`config.mk`:
```
export PLATFORM = sky130hd
export DESIGN_NAME = info_frame_receiver
export DESIGN_NICKNAME = d
export VERILOG_FILES = /design/src/ifr_pkg.sv /design/src/info_frame_receiver.sv
export SDC_FILE = /design/constraint.sdc
export NUM_CORES = 1
export LEC_CHECK = 0
export ABC_AREA = 0
export CAP_MARGIN = 20
export CORE_AREA = 2 2 112 114
export DETAILED_ROUTE_END_ITERATION = 8
export DIE_AREA = 0 0 114 116
export DONT_BUFFER_PORTS = 1
export PLACE_DENSITY = 0.53
export SETUP_SLACK_MARGIN = 0.3
export SYNTH_ARGS = -nofsm -noshare
export SYNTH_HDL_FRONTEND = slang
export SYNTH_SLANG_ARGS = --single-unit
```
`constraint.sdc`:
```
create_clock -name clk -period 5 [get_ports clk]
set_input_delay 0.25 -clock clk [delete_from_list [all_inputs] [get_ports clk]]
set_output_delay 0.25 -clock clk [all_outputs]
set_load 0.02 [all_outputs]
```
`src/ifr_pkg.sv`:
```
// ----------------------------------------------------------------------------
// ifr_pkg: shared definitions for the information frame receiver
// Line codes, frame limits, reply codes and the result record.
// ----------------------------------------------------------------------------
package ifr_pkg;

  // Largest frame on the line, header and trailer included (range 16..65536)
  localparam int unsigned MAX_FRAME_BYTES = 512;

  // Payload bytes a frame may deliver: header, BCC1, BCC2 and the two flags
  // take six, and the count field caps it at 511.
  localparam int unsigned PAYLOAD_LIMIT_INT =
    ((MAX_FRAME_BYTES - 6) > 511) ? 511 : (MAX_FRAME_BYTES - 6);
  localparam logic [8:0] PAYLOAD_LIMIT = 9'(PAYLOAD_LIMIT_INT);

  localparam logic [7:0] FLAG_BYTE      = 8'h7E;
  localparam logic [7:0] ESC_BYTE       = 8'h7D;
  localparam logic [7:0] STUFF_MASK     = 8'h20;
  localparam logic [7:0] CTRL_I0        = 8'h00;
  localparam logic [7:0] CTRL_I1        = 8'h40;
  localparam logic [7:0] ADDRESS_RESET  = 8'h03;

  localparam logic KIND_PAYLOAD = 1'b0;
  localparam logic KIND_VERDICT = 1'b1;

  typedef enum logic [1:0] {
    REPLY_RR0  = 2'd0,
    REPLY_RR1  = 2'd1,
    REPLY_REJ0 = 2'd2,
    REPLY_REJ1 = 2'd3
  } reply_t;

  typedef struct packed {
    logic       kind;
    logic [7:0] payload_byte;
    logic       frame_good;
    reply_t     reply_code;
    logic [8:0] payload_count;
  } result_t;

endpackage

```
`src/info_frame_receiver.sv`:
```
// ----------------------------------------------------------------------------
// info_frame_receiver: HDLC-like information frame receiver
// Flag hunt, address/control/BCC1 header check, byte destuffing, running
// XOR for BCC2 and a supervisory reply verdict at the closing flag.
// ----------------------------------------------------------------------------
// Each result is formed combinationally from its request and registered in the output register.
// Throughput: one line byte per cycle while rx_stall is low; the per-byte logic
//   sits in a single stage between the state registers and the result register.
// A one-entry skid stage behind the result register keeps rx requests
//   flowing while a result waits; rx_stall rises only when both are full.
// Reset (rst, synchronous): hunting for a flag, no result, address 0x03.
// ----------------------------------------------------------------------------
module info_frame_receiver (
  input  logic       clk,
  input  logic       rst,
  // configuration
  input  logic       cfg_we,
  input  logic [7:0] cfg_wdata,
  // line byte channel
  input  logic       rx_valid,
  output logic       rx_stall,
  input  logic [7:0] rx_byte,
  // result channel
  output logic       res_valid,
  input  logic       res_stall,
  output logic       kind,
  output logic [7:0] payload_byte,
  output logic       frame_good,
  output logic [1:0] reply_code,
  output logic [8:0] payload_count
);

  typedef enum logic [2:0] {
    PH_HUNT,   // waiting for an opening flag
    PH_FLAG,   // flag seen, expecting the address
    PH_ADDR,   // address matched, expecting control
    PH_CTRL,   // control kept, expecting BCC1
    PH_DATA    // inside the information field
  } phase_t;

  // Registers
  logic [7:0]      expected_address;
  phase_t          phase, phase_next;
  logic [7:0]      control_byte, control_byte_next;
  logic            escape_pending, escape_pending_next;
  logic [7:0]      held_byte, held_byte_next;
  logic            held_valid, held_valid_next;
  logic [7:0]      running_xor, running_xor_next;
  logic [8:0]      byte_count, byte_count_next;
  logic            overflowed, overflowed_next;

  // Output register and skid stage
  logic            out_valid;
  ifr_pkg::result_t out_res;
  logic            skid_valid;
  ifr_pkg::result_t skid_res;

  // Per-byte result from the combinational stage
  logic            gen_valid;
  ifr_pkg::result_t gen_res;

  logic            rx_take;
  logic            res_take;
  logic            is_info;
  logic            good;
  logic [7:0]      data_byte;

  assign rx_stall = skid_valid;
  assign rx_take  = rx_valid && !rx_stall;
  assign res_take = out_valid && !res_stall;

  assign is_info = (control_byte == ifr_pkg::CTRL_I0) ||
                   (control_byte == ifr_pkg::CTRL_I1);
  assign good    = held_valid && !escape_pending && !overflowed &&
                   (held_byte == running_xor);
  // An escaped byte is restored by flipping bit 5
  assign data_byte = escape_pending ? (rx_byte ^ ifr_pkg::STUFF_MASK) : rx_byte;

  // --------------------------------------------------------------------------
  // Frame machine: next state and the result (if any) of the current byte
  // --------------------------------------------------------------------------
  always_comb begin
    phase_next          = phase;
    control_byte_next   = control_byte;
    escape_pending_next = escape_pending;
    held_byte_next      = held_byte;
    held_valid_next     = held_valid;
    running_xor_next    = running_xor;
    byte_count_next     = byte_count;
    overflowed_next     = overflowed;
    gen_valid           = 1'b0;
    gen_res             = '0;

    if (rx_take) begin
      unique case (phase)
        PH_HUNT: begin
          if (rx_byte == ifr_pkg::FLAG_BYTE) phase_next = PH_FLAG;
        end
        PH_FLAG: begin
          if (rx_byte == expected_address) phase_next = PH_ADDR;
          else if (rx_byte != ifr_pkg::FLAG_BYTE) phase_next = PH_HUNT;
        end
        PH_ADDR: begin
          if (rx_byte == ifr_pkg::FLAG_BYTE) begin
            phase_next = PH_FLAG;
          end else begin
            control_byte_next = rx_byte;
            phase_next        = PH_CTRL;
          end
        end
        PH_CTRL: begin
          // a BCC1 match wins even when the byte looks like a flag
          if (rx_byte == (expected_address ^ control_byte)) begin
            phase_next          = PH_DATA;
            escape_pending_next = 1'b0;
            held_byte_next      = '0;
            held_valid_next     = 1'b0;
            running_xor_next    = '0;
            byte_count_next     = '0;
            overflowed_next     = 1'b0;
          end else if (rx_byte == ifr_pkg::FLAG_BYTE) begin
            phase_next = PH_FLAG;
          end else begin
            phase_next = PH_HUNT;
          end
        end
        PH_DATA: begin
          if (rx_byte == ifr_pkg::FLAG_BYTE) begin
            // closing flag: the held byte is BCC2
            gen_valid             = 1'b1;
            gen_res.kind          = ifr_pkg::KIND_VERDICT;
            gen_res.frame_good    = good;
            gen_res.payload_count = byte_count;
            if (control_byte == ifr_pkg::CTRL_I1)
              gen_res.reply_code = good ? ifr_pkg::REPLY_RR0 : ifr_pkg::REPLY_REJ0;
            else
              gen_res.reply_code = good ? ifr_pkg::REPLY_RR1 : ifr_pkg::REPLY_REJ1;
            phase_next = PH_HUNT;
          end else if (is_info) begin
            if (!escape_pending && rx_byte == ifr_pkg::ESC_BYTE) begin
              escape_pending_next = 1'b1;
            end else begin
              escape_pending_next = 1'b0;
              if (held_valid) begin
                if (byte_count >= ifr_pkg::PAYLOAD_LIMIT) begin
                  overflowed_next = 1'b1;
                end else begin
                  byte_count_next       = byte_count + 9'd1;
                  running_xor_next      = running_xor ^ held_byte;
                  gen_valid             = 1'b1;
                  gen_res.kind          = ifr_pkg::KIND_PAYLOAD;
                  gen_res.payload_byte  = held_byte;
                  gen_res.payload_count = byte_count + 9'd1;
                end
              end
              held_byte_next  = data_byte;
              held_valid_next = 1'b1;
            end
          end
        end
        default: phase_next = PH_HUNT;
      endcase
    end
  end

  // --------------------------------------------------------------------------
  // State, configuration and result registers
  // --------------------------------------------------------------------------
  always_ff @(posedge clk) begin
    if (rst) begin
      expected_address <= ifr_pkg::ADDRESS_RESET;
      phase            <= PH_HUNT;
      control_byte     <= '0;
      escape_pending   <= 1'b0;
      held_byte        <= '0;
      held_valid       <= 1'b0;
      running_xor      <= '0;
      byte_count       <= '0;
      overflowed       <= 1'b0;
      out_valid        <= 1'b0;
      skid_valid       <= 1'b0;
    end else begin
      if (cfg_we) expected_address <= cfg_wdata;
      phase          <= phase_next;
      control_byte   <= control_byte_next;
      escape_pending <= escape_pending_next;
      held_byte      <= held_byte_next;
      held_valid     <= held_valid_next;
      running_xor    <= running_xor_next;
      byte_count     <= byte_count_next;
      overflowed     <= overflowed_next;

      // output register refills from the skid first, keeping order
      if (!out_valid || res_take) begin
        if (skid_valid) begin
          out_valid  <= 1'b1;
          skid_valid <= 1'b0;
        end else begin
          out_valid <= gen_valid;
        end
      end else if (gen_valid) begin
        skid_valid <= 1'b1;
      end
    end
  end

  // payload of the result path, no reset needed
  always_ff @(posedge clk) begin
    if (!out_valid || res_take) begin
      if (skid_valid) out_res <= skid_res;
      else            out_res <= gen_res;
    end
    if (!skid_valid && out_valid && !res_take) skid_res <= gen_res;
  end

  assign res_valid     = out_valid;
  assign kind          = out_res.kind;
  assign payload_byte  = out_res.payload_byte;
  assign frame_good    = out_res.frame_good;
  assign reply_code    = out_res.reply_code;
  assign payload_count = out_res.payload_count;

  // --------------------------------------------------------------------------
  // Assertions
  // --------------------------------------------------------------------------
  // the skid stage only fills behind a waiting result
  a_skid_behind_out: assert property (@(posedge clk) disable iff (rst)
    skid_valid |-> out_valid)
    else $error("skid stage holds a result with output register empty");

  // a good verdict always asks for a receiver-ready reply
  a_good_is_rr: assert property (@(posedge clk) disable iff (rst)
    (res_valid && kind == ifr_pkg::KIND_VERDICT && frame_good) |->
      (reply_code == ifr_pkg::REPLY_RR0 || reply_code == ifr_pkg::REPLY_RR1))
    else $error("good frame with a reject reply");

  // delivered payload bytes are counted from one up to the limit
  a_count_range: assert property (@(posedge clk) disable iff (rst)
    (res_valid && kind == ifr_pkg::KIND_PAYLOAD) |->
      (payload_count != 9'd0 && payload_count <= ifr_pkg::PAYLOAD_LIMIT))
    else $error("payload count out of range");

  // outside a frame's data field no result can be produced
  a_no_result_in_header: assert property (@(posedge clk) disable iff (rst)
    (phase != PH_DATA) |-> !gen_valid)
    else $error("result produced outside the information field");

endmodule
```
==> impl_metrics.ini <==
[cells_and_area]
antennaDiodeCount = 0
area_delta_synth_final_pct = 11.21
stdcell_area_sq_um = 4865
multi_input_area_sq_um = 1972
final_common_cell = dfxtp_1
drive_above_1_share = 0.07809
final_util = 0.4084
seq_area_sq_um = 2242
nFillCells = 1156
final_cell_mix = dfxtp_1, edfxtp_1, nor2_1, nand2_1, inv_1
finalNonFillerCells = 544
layout.nets = 415

[global_routing]
grt_pass1_wl_mm = 15.79
grt_max_degree = 28
grt_pass1_vias = 2961
grt_use_total = 0.1556
antenna_found_initial = 0
grt_remaining_overflow = 0

[routing]
num_vias = 3036
routedWlPerCell_um = 17.48
drt_iter0_drc = 251
viasPerCell = 5.581
routed_wl_mm = 9.508
ant_nets = 0
drt_first_pass_iters = 4
drcViolationCount = 0

[run]
maxCapViolations = 0

[sta]
fin_hold_ws_ns = 0.01945
slew_headroom = 0.4732
period_needed_ns = 2.719
setup_viol = 0
setup_ws_ns = 2.281
period_share = 0.5439
finalHoldViolCount = 0
worstMarginPinSlew_ns = 0.7850
fmax_mhz = 367.7
slew_viol_final = 0
finalClockSkew_ns = 0.005985
tns_ns = 0
rsz0062_at_grt = false

[power]
intPower_mw = 1.253
power.share.clock = 0.473
p_comb_frac = 0.028
power_density_nw_per_um2 = 321.0
p_sw_frac = 0.1975
peakVddDrop_uv = 167.9
total_power_mw = 1.561
leakage_nw = 1.981
seq_power_share = 0.499
p_sw_mw = 0.3084

[worst_setup_path]
worstPathRequired_ns = 5.18
critPathCaptureType = register
cp_slowest_cell = and4_1
slowest_delay_ns = 0.70
path_buf_inv = 1
ff2ff_setup_slack_ns = 2.28
crit_arrival_ns = 2.90
cp_max_fo = 22
crit_chain = inv_1 > ha_1 > o311ai_1 > o21a_1 > and4_1 > a21oi_1 > o211ai_1
worstSetupPathType = register to register
start_kind = register
crit_family = compound AO/OA/AOI/OAI gates

[clocking]
cts_buffers = 9
cts.path.max_buffers = 2
h-tree-depth = 3
clock-root-buffer = clkbuf_16
path_clk_slew_ns = 0.06
clock_latency_ns = 0.34
tritoncts = done
clock-sinks = 91

[floorplanning]
start_util = 0.3672
ioPinCount = 44
die_width_um = 114
die_h_um = 116
core.rowCount = 40
coreArea_sq_um = 11910
die_area_sq_um = 13220

[synth]
yosysUniqueCellTypes = 66
yosysWarnings = 0
synth_flop_cell = dfxtp_1
synth.cell_area_sq_um = 4374
ys_async_sr_fraction = 0
syn_inst = 396
syn_avg_cell_area_sq_um = 11.05
synth_edf_count = 42
syn-num-nets = 419
ys_ff_latch = 91
yosysSeqAreaShare = 0.5126

[place]
routabilityCongestion = 0.8141
dpl_worst_slack_ns = 2.296
dpl_cell_area_sq_um = 4499
dp_hpwl_mm = 6.588
numPortBuffers = 0
dp.cells = 526

[outcome]
outcome = finished, final reports clean

[hold_path]
hold_path.class = input pin to register
-- power by group through the flow --
stage,logic (mW),clock network (mW),registers [mW]
after CTS,0.0407,0.759,0.780
after floorplan,0.0388,0,0.795
after global placement,0.0360,0,0.796
final,0.0431,0.739,0.780
after detailed placement,0.0358,0,0.796
after global routing,0.0478,0.785,0.780
-- worst register-to-register path, delay by kind of cell (launching register included) --
family / cells / cell delay (ns)
flops: 1 / 0.44
buf+inv: 1 / 0.11
compound gates: 4 / 1.10
fa+ha+maj: 1 / 0.21
simple gates: 1 / 0.70
-- state kept, by name (all words and copies together) (netlist names) --
register,cells
phase,3
escape_pending,1
running_xor,8
payload_count,9
held_byte,8
byte_count,9
payload_byte,8
rx_stall,1
held_valid,1
reply_code,2
skid_res,21
overflowed,1
control_byte,8
frame_good,1
res_valid,1
kind,1
expected_address,8
-- cell usage after synthesis, types with 9 or more instances --
master    number  area share
xor2_1        10       0.020
a22o_1         9       0.018
a21o_1        16       0.027
xnor2_1        9       0.018
and2_1         9       0.013
nand2_1       22       0.019
o211ai_1       9       0.015
o21ai_1        9       0.010
a21oi_1       13       0.015
dfxtp_1       49        0.22
clkbuf_1      16       0.014
edfxtp_1      42        0.29
inv_1         18       0.015
nor2_1        26       0.022
mux2i_1       15       0.034
-- cell type report --
cell class                      count  area share
Tap cell                          147     0.03781
Clock buffer                       11     0.04990
Timing Repair Buffer                6     0.01389
Clock inverter                      5     0.01749
Sequential cell                    91      0.4609
Multi-Input combinational cell    265      0.4053
Inverter                           19     0.01466
-- layer usage --
metal  GRT usage  vias up  part of all wire
met4     0.05854        0             0.015
met3     0.03818        8             0.038
met2      0.2472       71              0.46
met1      0.2064     1470              0.48
met5           0        -                 0
li1            -     1487                 -
-- what timing repair did --
| item | CTS | global route |
|---|---|---|
| endpoints found under the setup margin | 0 | 0 |
| hold endpoints to repair | 27 | 0 |
| setup buffers | 0 | 0 |
| resized for setup | 0 | 0 |
| hold buffers | 1 | 0 |
-- cells by family after synthesis --
| group | Yosys count | share of synthesized area |
|---|---|---|
| buffers and inverters | 40 | 0.03661 |
| flip-flops | 91 | 0.5126 |
| AND/OR/NAND/NOR | 117 | 0.1519 |
| adder cells (fa/ha/maj) | 2 | 0.005720 |
| AO/OA/AOI/OAI | 104 | 0.1796 |
| multiplexers | 15 | 0.03432 |
| XOR/XNOR | 27 | 0.07923 |
-- final timing paths --
path	from	end	cells past startpoint
min	rst	expected_address[0]$_SDFFE_PP1P_	1
max	byte_count[0]$_SDFFE_PP0P_	payload_count[4]$_DFFE_PP_	7
max reg2reg	byte_count[0]$_SDFFE_PP0P_	payload_count[4]$_DFFE_PP_	7
min reg2reg	overflowed$_SDFFE_PP0P_	overflowed$_SDFFE_PP0P_	1
Note: power is estimated with default switching activity, not from simulation.
